[src/ghp_pkg.sv]
`default_nettype none

package ghp_pkg;

  // width of the byte counter and of the reported header length
  localparam int unsigned LENGTH_BITS = 24;

  // fixed header bytes and flag masks
  localparam logic [7:0] GZ_ID1        = 8'h1f;
  localparam logic [7:0] GZ_ID2        = 8'h8b;
  localparam logic [7:0] GZ_CM_DEFLATE = 8'h08;
  localparam logic [7:0] FLG_RESERVED  = 8'he0;
  localparam logic [7:0] FLG_FEXTRA    = 8'h04;
  localparam logic [7:0] FLG_FNAME     = 8'h08;
  localparam logic [7:0] FLG_FCOMMENT  = 8'h10;
  localparam logic [7:0] FLG_FHCRC     = 8'h02;

  // byte positions inside the fixed header
  localparam logic [LENGTH_BITS-1:0] IDX_ID1  = LENGTH_BITS'(0);
  localparam logic [LENGTH_BITS-1:0] IDX_ID2  = LENGTH_BITS'(1);
  localparam logic [LENGTH_BITS-1:0] IDX_CM   = LENGTH_BITS'(2);
  localparam logic [LENGTH_BITS-1:0] IDX_FLG  = LENGTH_BITS'(3);
  localparam logic [LENGTH_BITS-1:0] IDX_LAST = LENGTH_BITS'(9);
  localparam logic [LENGTH_BITS-1:0] CNT_MAX  = '1;

  // optional parts still to walk
  localparam int unsigned OPT_EXTRA   = 0;
  localparam int unsigned OPT_NAME    = 1;
  localparam int unsigned OPT_COMMENT = 2;
  localparam int unsigned OPT_CRC     = 3;

  typedef enum logic [7:0] {
    PH_FIXED   = 8'b0000_0001,
    PH_XLEN_LO = 8'b0000_0010,
    PH_XLEN_HI = 8'b0000_0100,
    PH_EXTRA   = 8'b0000_1000,
    PH_NAME    = 8'b0001_0000,
    PH_COMMENT = 8'b0010_0000,
    PH_CRC_LO  = 8'b0100_0000,
    PH_CRC_HI  = 8'b1000_0000
  } phase_t;

  typedef struct packed {
    phase_t                 phase;
    logic [LENGTH_BITS-1:0] byte_count;
    logic [3:0]             option_flags;
    logic [15:0]            extra_remaining;
    logic [7:0]             extra_len_low;
    logic                   answered;
  } ghp_state_t;

  typedef struct packed {
    logic                   vld;
    logic                   ok;
    logic [LENGTH_BITS-1:0] len;
  } ghp_result_t;

  localparam ghp_state_t GHP_STATE_RST = '{
    phase:           PH_FIXED,
    byte_count:      '0,
    option_flags:    '0,
    extra_remaining: '0,
    extra_len_low:   '0,
    answered:        1'b0
  };

endpackage

`default_nettype wire

[src/ghp_step.sv]
`default_nettype none

module ghp_step (
  input  wire ghp_pkg::ghp_state_t  st,
  input  wire logic [7:0]           data_byte,
  input  wire logic                 last_byte,
  output ghp_pkg::ghp_state_t       st_nxt,
  output ghp_pkg::ghp_result_t      res
);

  typedef enum logic [1:0] {
    GO_ON  = 2'd0,
    GO_OK  = 2'd1,
    GO_BAD = 2'd2
  } go_t;

  logic [3:0]                      ent_flags;
  ghp_pkg::phase_t                 ent_phase;
  logic                            ent_done;
  logic [ghp_pkg::LENGTH_BITS-1:0] cnt_inc;
  logic [15:0]                     xlen;
  logic [15:0]                     xrem_dec;
  go_t                             go;

  // pick the next optional part, in header order
  always_comb begin
    ent_flags = st.option_flags;
    ent_phase = st.phase;
    ent_done  = 1'b0;
    if (st.option_flags[ghp_pkg::OPT_EXTRA]) begin
      ent_flags[ghp_pkg::OPT_EXTRA] = 1'b0;
      ent_phase = ghp_pkg::PH_XLEN_LO;
    end else if (st.option_flags[ghp_pkg::OPT_NAME]) begin
      ent_flags[ghp_pkg::OPT_NAME] = 1'b0;
      ent_phase = ghp_pkg::PH_NAME;
    end else if (st.option_flags[ghp_pkg::OPT_COMMENT]) begin
      ent_flags[ghp_pkg::OPT_COMMENT] = 1'b0;
      ent_phase = ghp_pkg::PH_COMMENT;
    end else if (st.option_flags[ghp_pkg::OPT_CRC]) begin
      ent_flags[ghp_pkg::OPT_CRC] = 1'b0;
      ent_phase = ghp_pkg::PH_CRC_LO;
    end else begin
      ent_done = 1'b1;
    end
  end

  assign cnt_inc  = st.byte_count + 1'b1;
  assign xlen     = {data_byte, st.extra_len_low};
  assign xrem_dec = st.extra_remaining - 16'd1;

  // one byte of state update
  always_comb begin
    st_nxt = st;
    go     = GO_ON;
    res    = '0;
    if (st.answered) begin
      // waiting for the end of the buffer
      if (last_byte) begin
        st_nxt = ghp_pkg::GHP_STATE_RST;
      end
    end else begin
      if (st.byte_count == ghp_pkg::CNT_MAX) begin
        go = GO_BAD;
      end else begin
        st_nxt.byte_count = cnt_inc;
        case (st.phase)
          ghp_pkg::PH_FIXED: begin
            if (st.byte_count == ghp_pkg::IDX_ID1) begin
              if (data_byte != ghp_pkg::GZ_ID1) go = GO_BAD;
            end else if (st.byte_count == ghp_pkg::IDX_ID2) begin
              if (data_byte != ghp_pkg::GZ_ID2) go = GO_BAD;
            end else if (st.byte_count == ghp_pkg::IDX_CM) begin
              if (data_byte != ghp_pkg::GZ_CM_DEFLATE) go = GO_BAD;
            end else if (st.byte_count == ghp_pkg::IDX_FLG) begin
              if ((data_byte & ghp_pkg::FLG_RESERVED) != 8'h00) begin
                go = GO_BAD;
              end else begin
                st_nxt.option_flags[ghp_pkg::OPT_EXTRA] =
                  |(data_byte & ghp_pkg::FLG_FEXTRA);
                st_nxt.option_flags[ghp_pkg::OPT_NAME] =
                  |(data_byte & ghp_pkg::FLG_FNAME);
                st_nxt.option_flags[ghp_pkg::OPT_COMMENT] =
                  |(data_byte & ghp_pkg::FLG_FCOMMENT);
                st_nxt.option_flags[ghp_pkg::OPT_CRC] =
                  |(data_byte & ghp_pkg::FLG_FHCRC);
              end
            end else if (st.byte_count == ghp_pkg::IDX_LAST) begin
              if (ent_done) begin
                go = GO_OK;
              end else begin
                st_nxt.option_flags = ent_flags;
                st_nxt.phase        = ent_phase;
              end
            end
          end
          ghp_pkg::PH_XLEN_LO: begin
            st_nxt.extra_len_low = data_byte;
            st_nxt.phase         = ghp_pkg::PH_XLEN_HI;
          end
          ghp_pkg::PH_XLEN_HI: begin
            st_nxt.extra_remaining = xlen;
            if (xlen == 16'd0) begin
              if (ent_done) begin
                go = GO_OK;
              end else begin
                st_nxt.option_flags = ent_flags;
                st_nxt.phase        = ent_phase;
              end
            end else begin
              st_nxt.phase = ghp_pkg::PH_EXTRA;
            end
          end
          ghp_pkg::PH_EXTRA: begin
            st_nxt.extra_remaining = xrem_dec;
            if (xrem_dec == 16'd0) begin
              if (ent_done) begin
                go = GO_OK;
              end else begin
                st_nxt.option_flags = ent_flags;
                st_nxt.phase        = ent_phase;
              end
            end
          end
          ghp_pkg::PH_NAME, ghp_pkg::PH_COMMENT: begin
            if (data_byte == 8'h00) begin
              if (ent_done) begin
                go = GO_OK;
              end else begin
                st_nxt.option_flags = ent_flags;
                st_nxt.phase        = ent_phase;
              end
            end
          end
          ghp_pkg::PH_CRC_LO: begin
            st_nxt.phase = ghp_pkg::PH_CRC_HI;
          end
          ghp_pkg::PH_CRC_HI: begin
            if (ent_done) begin
              go = GO_OK;
            end else begin
              st_nxt.option_flags = ent_flags;
              st_nxt.phase        = ent_phase;
            end
          end
          default: begin
            go = GO_BAD;
          end
        endcase
      end

      // buffer ended before the header did
      if (go == GO_ON && last_byte) go = GO_BAD;

      // verdict reached
      if (go != GO_ON) begin
        res.vld = 1'b1;
        res.ok  = (go == GO_OK);
        res.len = (go == GO_OK) ? cnt_inc : '0;
        if (last_byte) begin
          st_nxt = ghp_pkg::GHP_STATE_RST;
        end else begin
          st_nxt.answered = 1'b1;
        end
      end
    end
  end

endmodule

`default_nettype wire

[src/gzip_header_parser_core.sv]
`default_nettype none

// gzip member header checker: takes one byte of a buffer per cycle unless
// in_stall is high, with the final byte flagged by in_last_byte, and returns
// one request per buffer with header_ok and the header length in bytes (0 when
// invalid). The verdict comes on the byte that completes the header, proves it
// bad, or ends the buffer; later bytes up to the buffer's last are swallowed
// silently. A byte goes through an input register and then the result
// register before its result is offered; the parser state updates once per
// byte, so the sustained rate is one byte per clock while out_stall is low.
module gzip_header_parser_core (
  input  wire logic                            clk,
  input  wire logic                            rst_n,
  input  wire logic                            in_valid,
  output logic                                 in_stall,
  input  wire logic [7:0]                      in_data_byte,
  input  wire logic                            in_last_byte,
  output logic                                 out_valid,
  input  wire logic                            out_stall,
  output logic                                 out_header_ok,
  output logic [ghp_pkg::LENGTH_BITS-1:0]      out_header_length
);

  logic                            in_vld_r;
  logic [7:0]                      in_byte_r;
  logic                            in_last_r;
  ghp_pkg::ghp_state_t             st_r;
  ghp_pkg::ghp_state_t             st_nxt;
  ghp_pkg::ghp_result_t            res;
  logic                            out_vld_r;
  logic                            out_ok_r;
  logic [ghp_pkg::LENGTH_BITS-1:0] out_len_r;
  logic                            adv;
  logic                            in_load;

  // process stage moves when the result register is free or being drained
  assign adv      = !out_vld_r || !out_stall;
  assign in_load  = !in_vld_r || adv;
  assign in_stall = in_vld_r && !adv;

  // input register
  always_ff @(posedge clk) begin
    if (!rst_n) begin
      in_vld_r <= 1'b0;
    end else if (in_load) begin
      in_vld_r <= in_valid;
    end
  end

  always_ff @(posedge clk) begin
    if (in_load && in_valid) begin
      in_byte_r <= in_data_byte;
      in_last_r <= in_last_byte;
    end
  end

  // per-byte parser step
  ghp_step u_step (
    .st        (st_r),
    .data_byte (in_byte_r),
    .last_byte (in_last_r),
    .st_nxt    (st_nxt),
    .res       (res)
  );

  // parser state
  always_ff @(posedge clk) begin
    if (!rst_n) begin
      st_r <= ghp_pkg::GHP_STATE_RST;
    end else if (in_vld_r && adv) begin
      st_r <= st_nxt;
    end
  end

  // result register
  always_ff @(posedge clk) begin
    if (!rst_n) begin
      out_vld_r <= 1'b0;
    end else if (adv) begin
      out_vld_r <= in_vld_r && res.vld;
    end
  end

  always_ff @(posedge clk) begin
    if (adv && in_vld_r && res.vld) begin
      out_ok_r  <= res.ok;
      out_len_r <= res.len;
    end
  end

  assign out_valid         = out_vld_r;
  assign out_header_ok     = out_ok_r;
  assign out_header_length = out_len_r;

`ifndef SYNTHESIS
  // an invalid verdict never carries a length
  a_bad_len_zero: assert property (@(posedge clk) disable iff (!rst_n)
    out_valid && !out_header_ok |-> out_header_length == '0)
    else $error("invalid header reported with non-zero length");

  // a valid header holds at least the fixed part
  a_ok_len_min: assert property (@(posedge clk) disable iff (!rst_n)
    out_valid && out_header_ok |-> out_header_length > ghp_pkg::IDX_LAST)
    else $error("valid header shorter than the fixed part");

  // once answered, nothing more is reported for the buffer
  a_answered_quiet: assert property (@(posedge clk) disable iff (!rst_n)
    in_vld_r && st_r.answered |-> !res.vld)
    else $error("second result for one buffer");
`endif

endmodule

`default_nettype wire

[config.mk]
export PLATFORM = sky130hd
export DESIGN_NAME = gzip_header_parser_core
export DESIGN_NICKNAME = d
export VERILOG_FILES = /design/src/ghp_pkg.sv /design/src/ghp_step.sv /design/src/gzip_header_parser_core.sv
export SDC_FILE = /design/constraint.sdc
export NUM_CORES = 1
export LEC_CHECK = 0
export BUFFER_PORTS_ARGS = -buffer_cell sky130_fd_sc_hd__buf_4
export CAP_MARGIN = 20
export CORE_ASPECT_RATIO = 1.25
export CORE_MARGIN = 2
export CORE_UTILIZATION = 25
export DETAILED_ROUTE_END_ITERATION = 6
export PLACE_DENSITY_LB_ADDON = 0.12
export SYNTH_ARGS = -nofsm -noshare
export SYNTH_HDL_FRONTEND = slang
export SYNTH_SLANG_ARGS = --single-unit
[constraint.sdc]
create_clock -name clk -period 5.03 [get_ports clk]
set_clock_uncertainty 0.1 [all_clocks]
set_input_delay 0.2515 -clock clk [delete_from_list [all_inputs] [get_ports clk]]
set_output_delay 0.2515 -clock clk [all_outputs]
set_load 0.1 [all_outputs]
# [Yosys cells after proc, flatten, opt, wreduce, memory -nomap -nowiden]
# Cells that the tools add are included.
[totals] out_inout_bits=27 reg_bits=97 in_bits=13
[classes] n_reduce_logical=24 mux=61 n_addsub=2 bitwise_logic=2 eq_ne=18
[ops] operator="2-to-1 mux 61 bit" n=3
[ops] operator="2-to-1 mux 60 bit" n=2
[ops] operator="2-to-1 mux 8 bit" n=14
[ops] operator="case mux 8 bit (7 select lines)" n=1
[ops] operator="2-to-1 mux 26 bit" n=2
[ops] operator="== test 24 x 2 -> 1 bit (second input constant)" n=2
[ops] operator="2-to-1 mux 4 bit" n=10
[ops] operator="2-to-1 mux 2 bit" n=17
[ops] operator="zero test 16 bit" n=2
[ops] operator="case mux 16 bit (2 select lines)" n=1
[ops] operator="adder 24 x 1 -> 24 bit (second input constant)" n=1
[ops] operator="== test 24 x 1 -> 1 bit (second input constant)" n=1
[ops] operator="== test 24 bit (second input constant)" n=1
[ops] operator="== test 24 x 4 -> 1 bit (second input constant)" n=1
[ops] operator="zero test 24 bit" n=1
[ops] operator="2-to-1 mux 24 bit" n=1
[ops] operator="case mux 4 bit (5 select lines)" n=1
[ops] operator="subtractor 16 x 1 -> 16 bit (second input constant)" n=1
[ops] operator="case mux 2 bit (6 select lines)" n=1
[ops] operator="== test 8 x 1 -> 1 bit (second input constant)" n=1
[ops] operator="== test 8 x 2 -> 1 bit (second input constant)" n=1
[ops] operator="== test 8 x 3 -> 1 bit (second input constant)" n=1
[ops] operator="== test 8 x 4 -> 1 bit (second input constant)" n=1
[ops] operator="== test 8 x 5 -> 1 bit (second input constant)" n=1
[ops] operator="21 further kinds" n=39

# [Logic depth before layout (Yosys ltp)]
[logic_depth] word_depth=22 mapped_depth=11 ltp_nobuf=9

# [Modules after synthesis]
# Synthesis repeated with hierarchy kept, for this count alone.
[hier_totals] hier_cells=819 area_unflattened_um2=6736.5
[by_module_without_submodules] module="gzip_header_parser_core" cells_each=309 seq_area_each_um2=2282.2 instances=1 area_per_inst_um2=3612.2
[by_module_without_submodules] module="ghp_step" cells_each=510 seq_area_each_um2=0.0 instances=1 area_per_inst_um2=3124.2

# [Worst setup path before layout]
# Ideal clock, no wire load.
[synth_timing] path_kind="reg2reg" start="register st_r[9] in the netlist's numbering" end="register out_len_r, in the netlist out_header_length[0] (enable)" path_buffers=0 arrival_time_ns=2.994 slack_ns=1.529 synth_period_minus_slack_ns=3.501 path_stages_with_launch=10 cell_sequence="dfxtp_1 -> inv_1 -> ha_1 -> nor3b_1 -> a31oi_1 -> nor4b_2 -> a311o_2 -> nand2_1 -> nor3b_1 -> nor2_1"
[synth_via] elab_chain_len=14
[synth_lines] item="start: declaration" line_no="gzip_header_parser_core.sv:27" rtl="ghp_pkg::ghp_state_t st_r;"
[synth_lines] item="start signal: assignment" line_no="gzip_header_parser_core.sv:69" rtl="st_r <= ghp_pkg::GHP_STATE_RST;"
[synth_lines] item="start signal: assignment" line_no="gzip_header_parser_core.sv:71" rtl="st_r <= st_nxt;"
[synth_lines] item="subtractor 16 x 1 -> 16 bit (*)" line_no="ghp_step.sv:49" rtl="assign xrem_dec = st.extra_remaining - 16'd1;"
[synth_lines] item="zero test 16 bit (*)" line_no="ghp_step.sv:115" rtl="if (xrem_dec == 16'd0) begin"
[synth_lines] item="2-to-1 mux 2 bit (*)" line_no="ghp_step.sv:115"
[synth_lines] item="case mux 2 bit (6 select lines) (*)" line_no="ghp_step.sv:66" rtl="case (st.phase)"
[synth_lines] item="2-to-1 mux 2 bit (*)" line_no="ghp_step.sv:62" rtl="if (st.byte_count == ghp_pkg::CNT_MAX) begin"
[synth_lines] item="2-to-1 mux 2 bit (*)" line_no="ghp_step.sv:56" rtl="if (st.answered) begin"
[synth_lines] item="zero test 2 bit" line_no="ghp_step.sv:152" rtl="if (go == GO_ON && last_byte) go = GO_BAD;"
[synth_lines] item="logical AND 1 bit" line_no="ghp_step.sv:152"
[synth_lines] item="2-to-1 mux 2 bit (*)" line_no="ghp_step.sv:152"
[synth_lines] item="2-to-1 mux 2 bit (*)" line_no="ghp_step.sv:56"
[synth_lines] item="nonzero test 2 bit (*)" line_no="ghp_step.sv:155" rtl="if (go != GO_ON) begin"
[synth_lines] item="2-to-1 mux 26 bit (*)" line_no="ghp_step.sv:155"
[synth_lines] item="2-to-1 mux 26 bit (*)" line_no="ghp_step.sv:56"
[synth_lines] item="logical AND 1 bit (*)" line_no="gzip_header_parser_core.sv:85" rtl="if (adv && in_vld_r && res.vld) begin"
[synth_lines] item="end signal: assignment" line_no="gzip_header_parser_core.sv:87" rtl="out_len_r <= res.len;"
[synth_lines] item="end: declaration" line_no="gzip_header_parser_core.sv:32" rtl="logic [ghp_pkg::LENGTH_BITS-1:0] out_len_r;"
# Mark *: on every way between the ends. The rest lies on a longest branch, timed or not. The select of a mux whose other input is x is not followed.
# A chain may end at the register's enable or synchronous reset.

# [Worst setup path after layout]
[layout_timing] start="register st_r[9] in the netlist's numbering" end="register out_len_r, in the netlist out_header_length[2] (enable)"
# Same word-level chain as after synthesis.

==> impl_metrics.env <==
export IMPL_outcome="finished, final reports clean"
export IMPL_gr_total_overflow=0
export IMPL_start_kind="register"
export IMPL_postSynthRegisterBits=97
export IMPL_tightest_slew_ps=1110
export IMPL_syn_num_nets=615
export IMPL_cts_hold_buf=9
export IMPL_grt_first_pass_wirelength_um=24700
export IMPL_use_met3_pct=2.33
export IMPL_post_detailed_placement_half_perimeter_wirelength_um=11100
export IMPL_synth_enable_flop_cells=34
export IMPL_cts_setup_buffers=0
export IMPL_totalWireLength_um=15300
export IMPL_grt_most_used_layer="met2"
export IMPL_cells_taking_the_most_area_after_synthesis="sky130_fd_sc_hd__dfxtp_1 24%, sky130_fd_sc_hd__edfxtp_1 19%, sky130_fd_sc_hd__nor2_1 5.8%, sky130_fd_sc_hd__xnor2_1 4.4%, sky130_fd_sc_hd__xor2_1 4.4%"
export IMPL_gpl_final_weighted_congestion=0.817
export IMPL_area_after_dpl_mm2=0.00582
export IMPL_fin_crit_sh_pct=66.0
export IMPL_place_port_buffers=39
export IMPL_hold_class="in2reg"
export IMPL_timing_final_setup_violations=0
export IMPL_cts_path_max_buffers=2
export IMPL_floorplan_die_area_mm2=0.0225
export IMPL_grt_setup_unrepaired="false"
export IMPL_cts_num_sinks=97
export IMPL_grt_pass1_vias=4614
export IMPL_post_route_drc_count=0
export IMPL_syn_mean_instance_area_um2=8.94
export IMPL_post_route_cells_drive_above_1_share_pct=16.6
export IMPL_design_portCount=40
export IMPL_firstDrtPassIters=5
export IMPL_min_delay_start="in_valid"
export IMPL_grt_total_usage_pct=14.0
export IMPL_placed_cells=881
export IMPL_synth_cell_type_count=71
export IMPL_report_final_hold_viol_count=0
export IMPL_reg2reg_from="st_r[9]$_SDFFE_PN0P_"
export IMPL_area_sequential_mm2=0.00228
export IMPL_syn_to_final_growth_pct=16.4
export IMPL_die_w_um=135
export IMPL_maximum_number_of_pins_on_one_net_before_global_route_repair=33
export IMPL_cts_root_buffer_cell="sky130_fd_sc_hd__clkbuf_16"
export IMPL_slew_viol_final=0
export IMPL_rrSetupSlack_ps=1710
export IMPL_fillCellCount=2207
export IMPL_use_met1_pct=15.5
export IMPL_synthCells=596
export IMPL_synthesis_area_mm2=0.00533
export IMPL_ys_flop_type="sky130_fd_sc_hd__dfxtp_1"
export IMPL_worst_ep_required_time_ps=5010
export IMPL_setup_total_negative_slack_ps=0
export IMPL_timing_reg2reg_worst_path_depth=10
export IMPL_p_per_area_mw_per_mm2=273
export IMPL_stdcell_count=906
export IMPL_path_max_fanout=25
export IMPL_yosysWarningCount=0
export IMPL_rows=59
export IMPL_slew_hr_pct=26.1
export IMPL_post_synth_top_area_cell="sky130_fd_sc_hd__dfxtp_1"
export IMPL_worstSetupPathType="reg2reg"
export IMPL_grt_antenna_before_repair=0
export IMPL_async_flop_share_pct=0
export IMPL_dp_slack_ps=1770
export IMPL_tritoncts="done"
export IMPL_max_vdd_ir_drop_uv=185
export IMPL_insertedDiodeCount=0
export IMPL_tritoncts_num_buffers=9
export IMPL_critical_path_arrival_ps=3290
export IMPL_synth_sequential_area_ratio_pct=42.8
export IMPL_min_to="in_vld_r$_SDFFE_PN0N_"
export IMPL_worstSkewPairLatency_ps=360
export IMPL_routed_via_count=4496
export IMPL_synth_most_common_cell="sky130_fd_sc_hd__nor2_1"
export IMPL_cap_viol_max_count=0
export IMPL_coreArea_mm2=0.0209
export IMPL_floorplan_initialDensity_pct=25.5
export IMPL_multi_input_comb_area_mm2=0.00280
export IMPL_synth_top_cells_by_count="83 x sky130_fd_sc_hd__nor2_1, 63 x sky130_fd_sc_hd__dfxtp_1, 48 x sky130_fd_sc_hd__nand2_1"
export IMPL_postRouteAntennaNets=0
export IMPL_worst_setup_hold_path_clk_slew_ps=80
export IMPL_critical_path_endpoint_type="register"
export IMPL_power_w=0.00169
export IMPL_die_y_um=167
export IMPL_fmax_ghz=0.301
export IMPL_h_tree_depth=3
export IMPL_cts_repair_resized=0
export IMPL_drtIter0Drc=269
export IMPL_synth_top_area_share_pct=23.7
export IMPL_routed_wire_length_per_instance_um=16.9
export IMPL_r2r_end="out_header_length[2]$_SDFFCE_PP0P_"
export IMPL_grt_met2_usage_pct=26.1
export IMPL_layout_cell_area_non_filler_mm2=0.00620
export IMPL_route_detailed_vias_per_inst=4.96
export IMPL_design_final_nets=646
export IMPL_post_route_min_period_ps=3320
export IMPL_crit_path_setup_slack_layout_ps=1710
export IMPL_hold_depth=2
export IMPL_power_static_leakage_nw=2.11
[worst max-delay path by stage]
stage,slack [ps],cells after the start,startpoint,end
4_1_cts,1740,10,st_r[9]$_SDFFE_PN0P_,out_header_length[2]$_SDFFCE_PP0P_
5_1_grt,1430,10,st_r[9]$_SDFFE_PN0P_,out_header_length[2]$_SDFFCE_PP0P_
3_5_place_dp,1770,10,st_r[9]$_SDFFE_PN0P_,out_header_length[2]$_SDFFCE_PP0P_
3_3_place_gp,1890,10,st_r[9]$_SDFFE_PN0P_,out_header_length[0]$_SDFFCE_PP0P_
2_1_floorplan,1530,9,st_r[9]$_SDFFE_PN0P_,out_header_length[0]$_SDFFCE_PP0P_
6_report,1710,10,st_r[9]$_SDFFE_PN0P_,out_header_length[2]$_SDFFCE_PP0P_
[worst max-delay path: stages (launching register included)]
cell and delay (ps):
sky130_fd_sc_hd__dfxtp_1 380, sky130_fd_sc_hd__inv_1 110, sky130_fd_sc_hd__ha_1 230, sky130_fd_sc_hd__nor3b_1 490, sky130_fd_sc_hd__nand3_1 300, sky130_fd_sc_hd__nor4b_2 250, sky130_fd_sc_hd__a311o_2 380, sky130_fd_sc_hd__nand2_1 100
sky130_fd_sc_hd__nor3b_1 390, sky130_fd_sc_hd__nor2_2 40, sky130_fd_sc_hd__buf_4 240
[flip-flops by register name (all words and copies together), names as in the netlist]
name and cells:
out_header_ok 1, in_last_r 1, out_header_length 24, in_byte_r 8
out_valid 1, st_r 61, in_vld_r 1
[per-stage QoR]
step | utilization (%) | hold WS (ps)
6_report | 29.7 | 12.1
5_1_grt | 29.7 | 6.02
4_1_cts | 29.7 | 0.0774
3_5_place_dp | 27.8 | 331
3_3_place_gp | 27.8 | 332
2_1_floorplan | - | 250
[routing by layer]
layer / wire (um) / vias to the layer above
li1: - / 2203
met1: 6230 / 2187
met2: 8180 / 83
met3: 437 / 23
met4: 419 / 0
met5: 0 / -
[cell type report]
class / count / area share, %
clock buffer: 10 / 3.85
clock inverter: 6 / 0.888
inverter: 15 / 0.908
multi-input combinational: 450 / 45.1
sequential: 97 / 36.8
tap: 274 / 5.53
timing repair buffer: 54 / 6.90
[power breakdown]
part	total [W]	switching [W]	internal, W
clock	0.000702	0.000340	0.000362
sequential	0.000841	0.0000146	0.000826
combinational	0.000152	0.000115	0.0000371
[cells in the final DEF, fill, tap and decap left out, types with 6 or more instances in the layout]
| cell type | Yosys | layout |
|---|---|---|
| sky130_fd_sc_hd__and2_1 | 6 | 6 |
| sky130_fd_sc_hd__a211oi_1 | 7 | 7 |
| sky130_fd_sc_hd__buf_4 | 3 | 45 |
| sky130_fd_sc_hd__o21ai_0 | 34 | 34 |
| sky130_fd_sc_hd__inv_1 | 15 | 15 |
| sky130_fd_sc_hd__o21a_1 | 6 | 6 |
| sky130_fd_sc_hd__dfxtp_1 | 63 | 63 |
| sky130_fd_sc_hd__edfxtp_1 | 34 | 34 |
| sky130_fd_sc_hd__a21oi_1 | 21 | 21 |
| sky130_fd_sc_hd__nand4_1 | 10 | 10 |
| sky130_fd_sc_hd__xnor2_1 | 27 | 27 |
| sky130_fd_sc_hd__xor2_1 | 27 | 27 |
| sky130_fd_sc_hd__clkbuf_16 | 0 | 9 |
| sky130_fd_sc_hd__nand3_1 | 20 | 20 |
| sky130_fd_sc_hd__nor4_1 | 15 | 15 |
| sky130_fd_sc_hd__o22ai_1 | 7 | 7 |
| sky130_fd_sc_hd__dlygate4sd3_1 | 0 | 9 |
| sky130_fd_sc_hd__nor3_1 | 13 | 13 |
| sky130_fd_sc_hd__nor2_1 | 83 | 81 |
| sky130_fd_sc_hd__nor2_2 | 19 | 21 |
| sky130_fd_sc_hd__nor4b_1 | 6 | 6 |
| sky130_fd_sc_hd__ha_1 | 6 | 6 |
| sky130_fd_sc_hd__a221oi_1 | 7 | 7 |
| sky130_fd_sc_hd__nand2_1 | 48 | 48 |
[cell families (layout without fill, tap and decap cells)]
family,Yosys count,in the layout,synth area share [%]
and+or+nand+nor,275,275,28.0
AOI/OAI and AO/OA,112,112,13.6
DFF,97,97,42.8
xor gates and xnor gates,54,54,8.88
buffers and inverters,49,85,4.74
adders and majority gates,6,6,1.41
muxes,3,3,0.564
No activity file was read; power rests on OpenSTA's default activity.
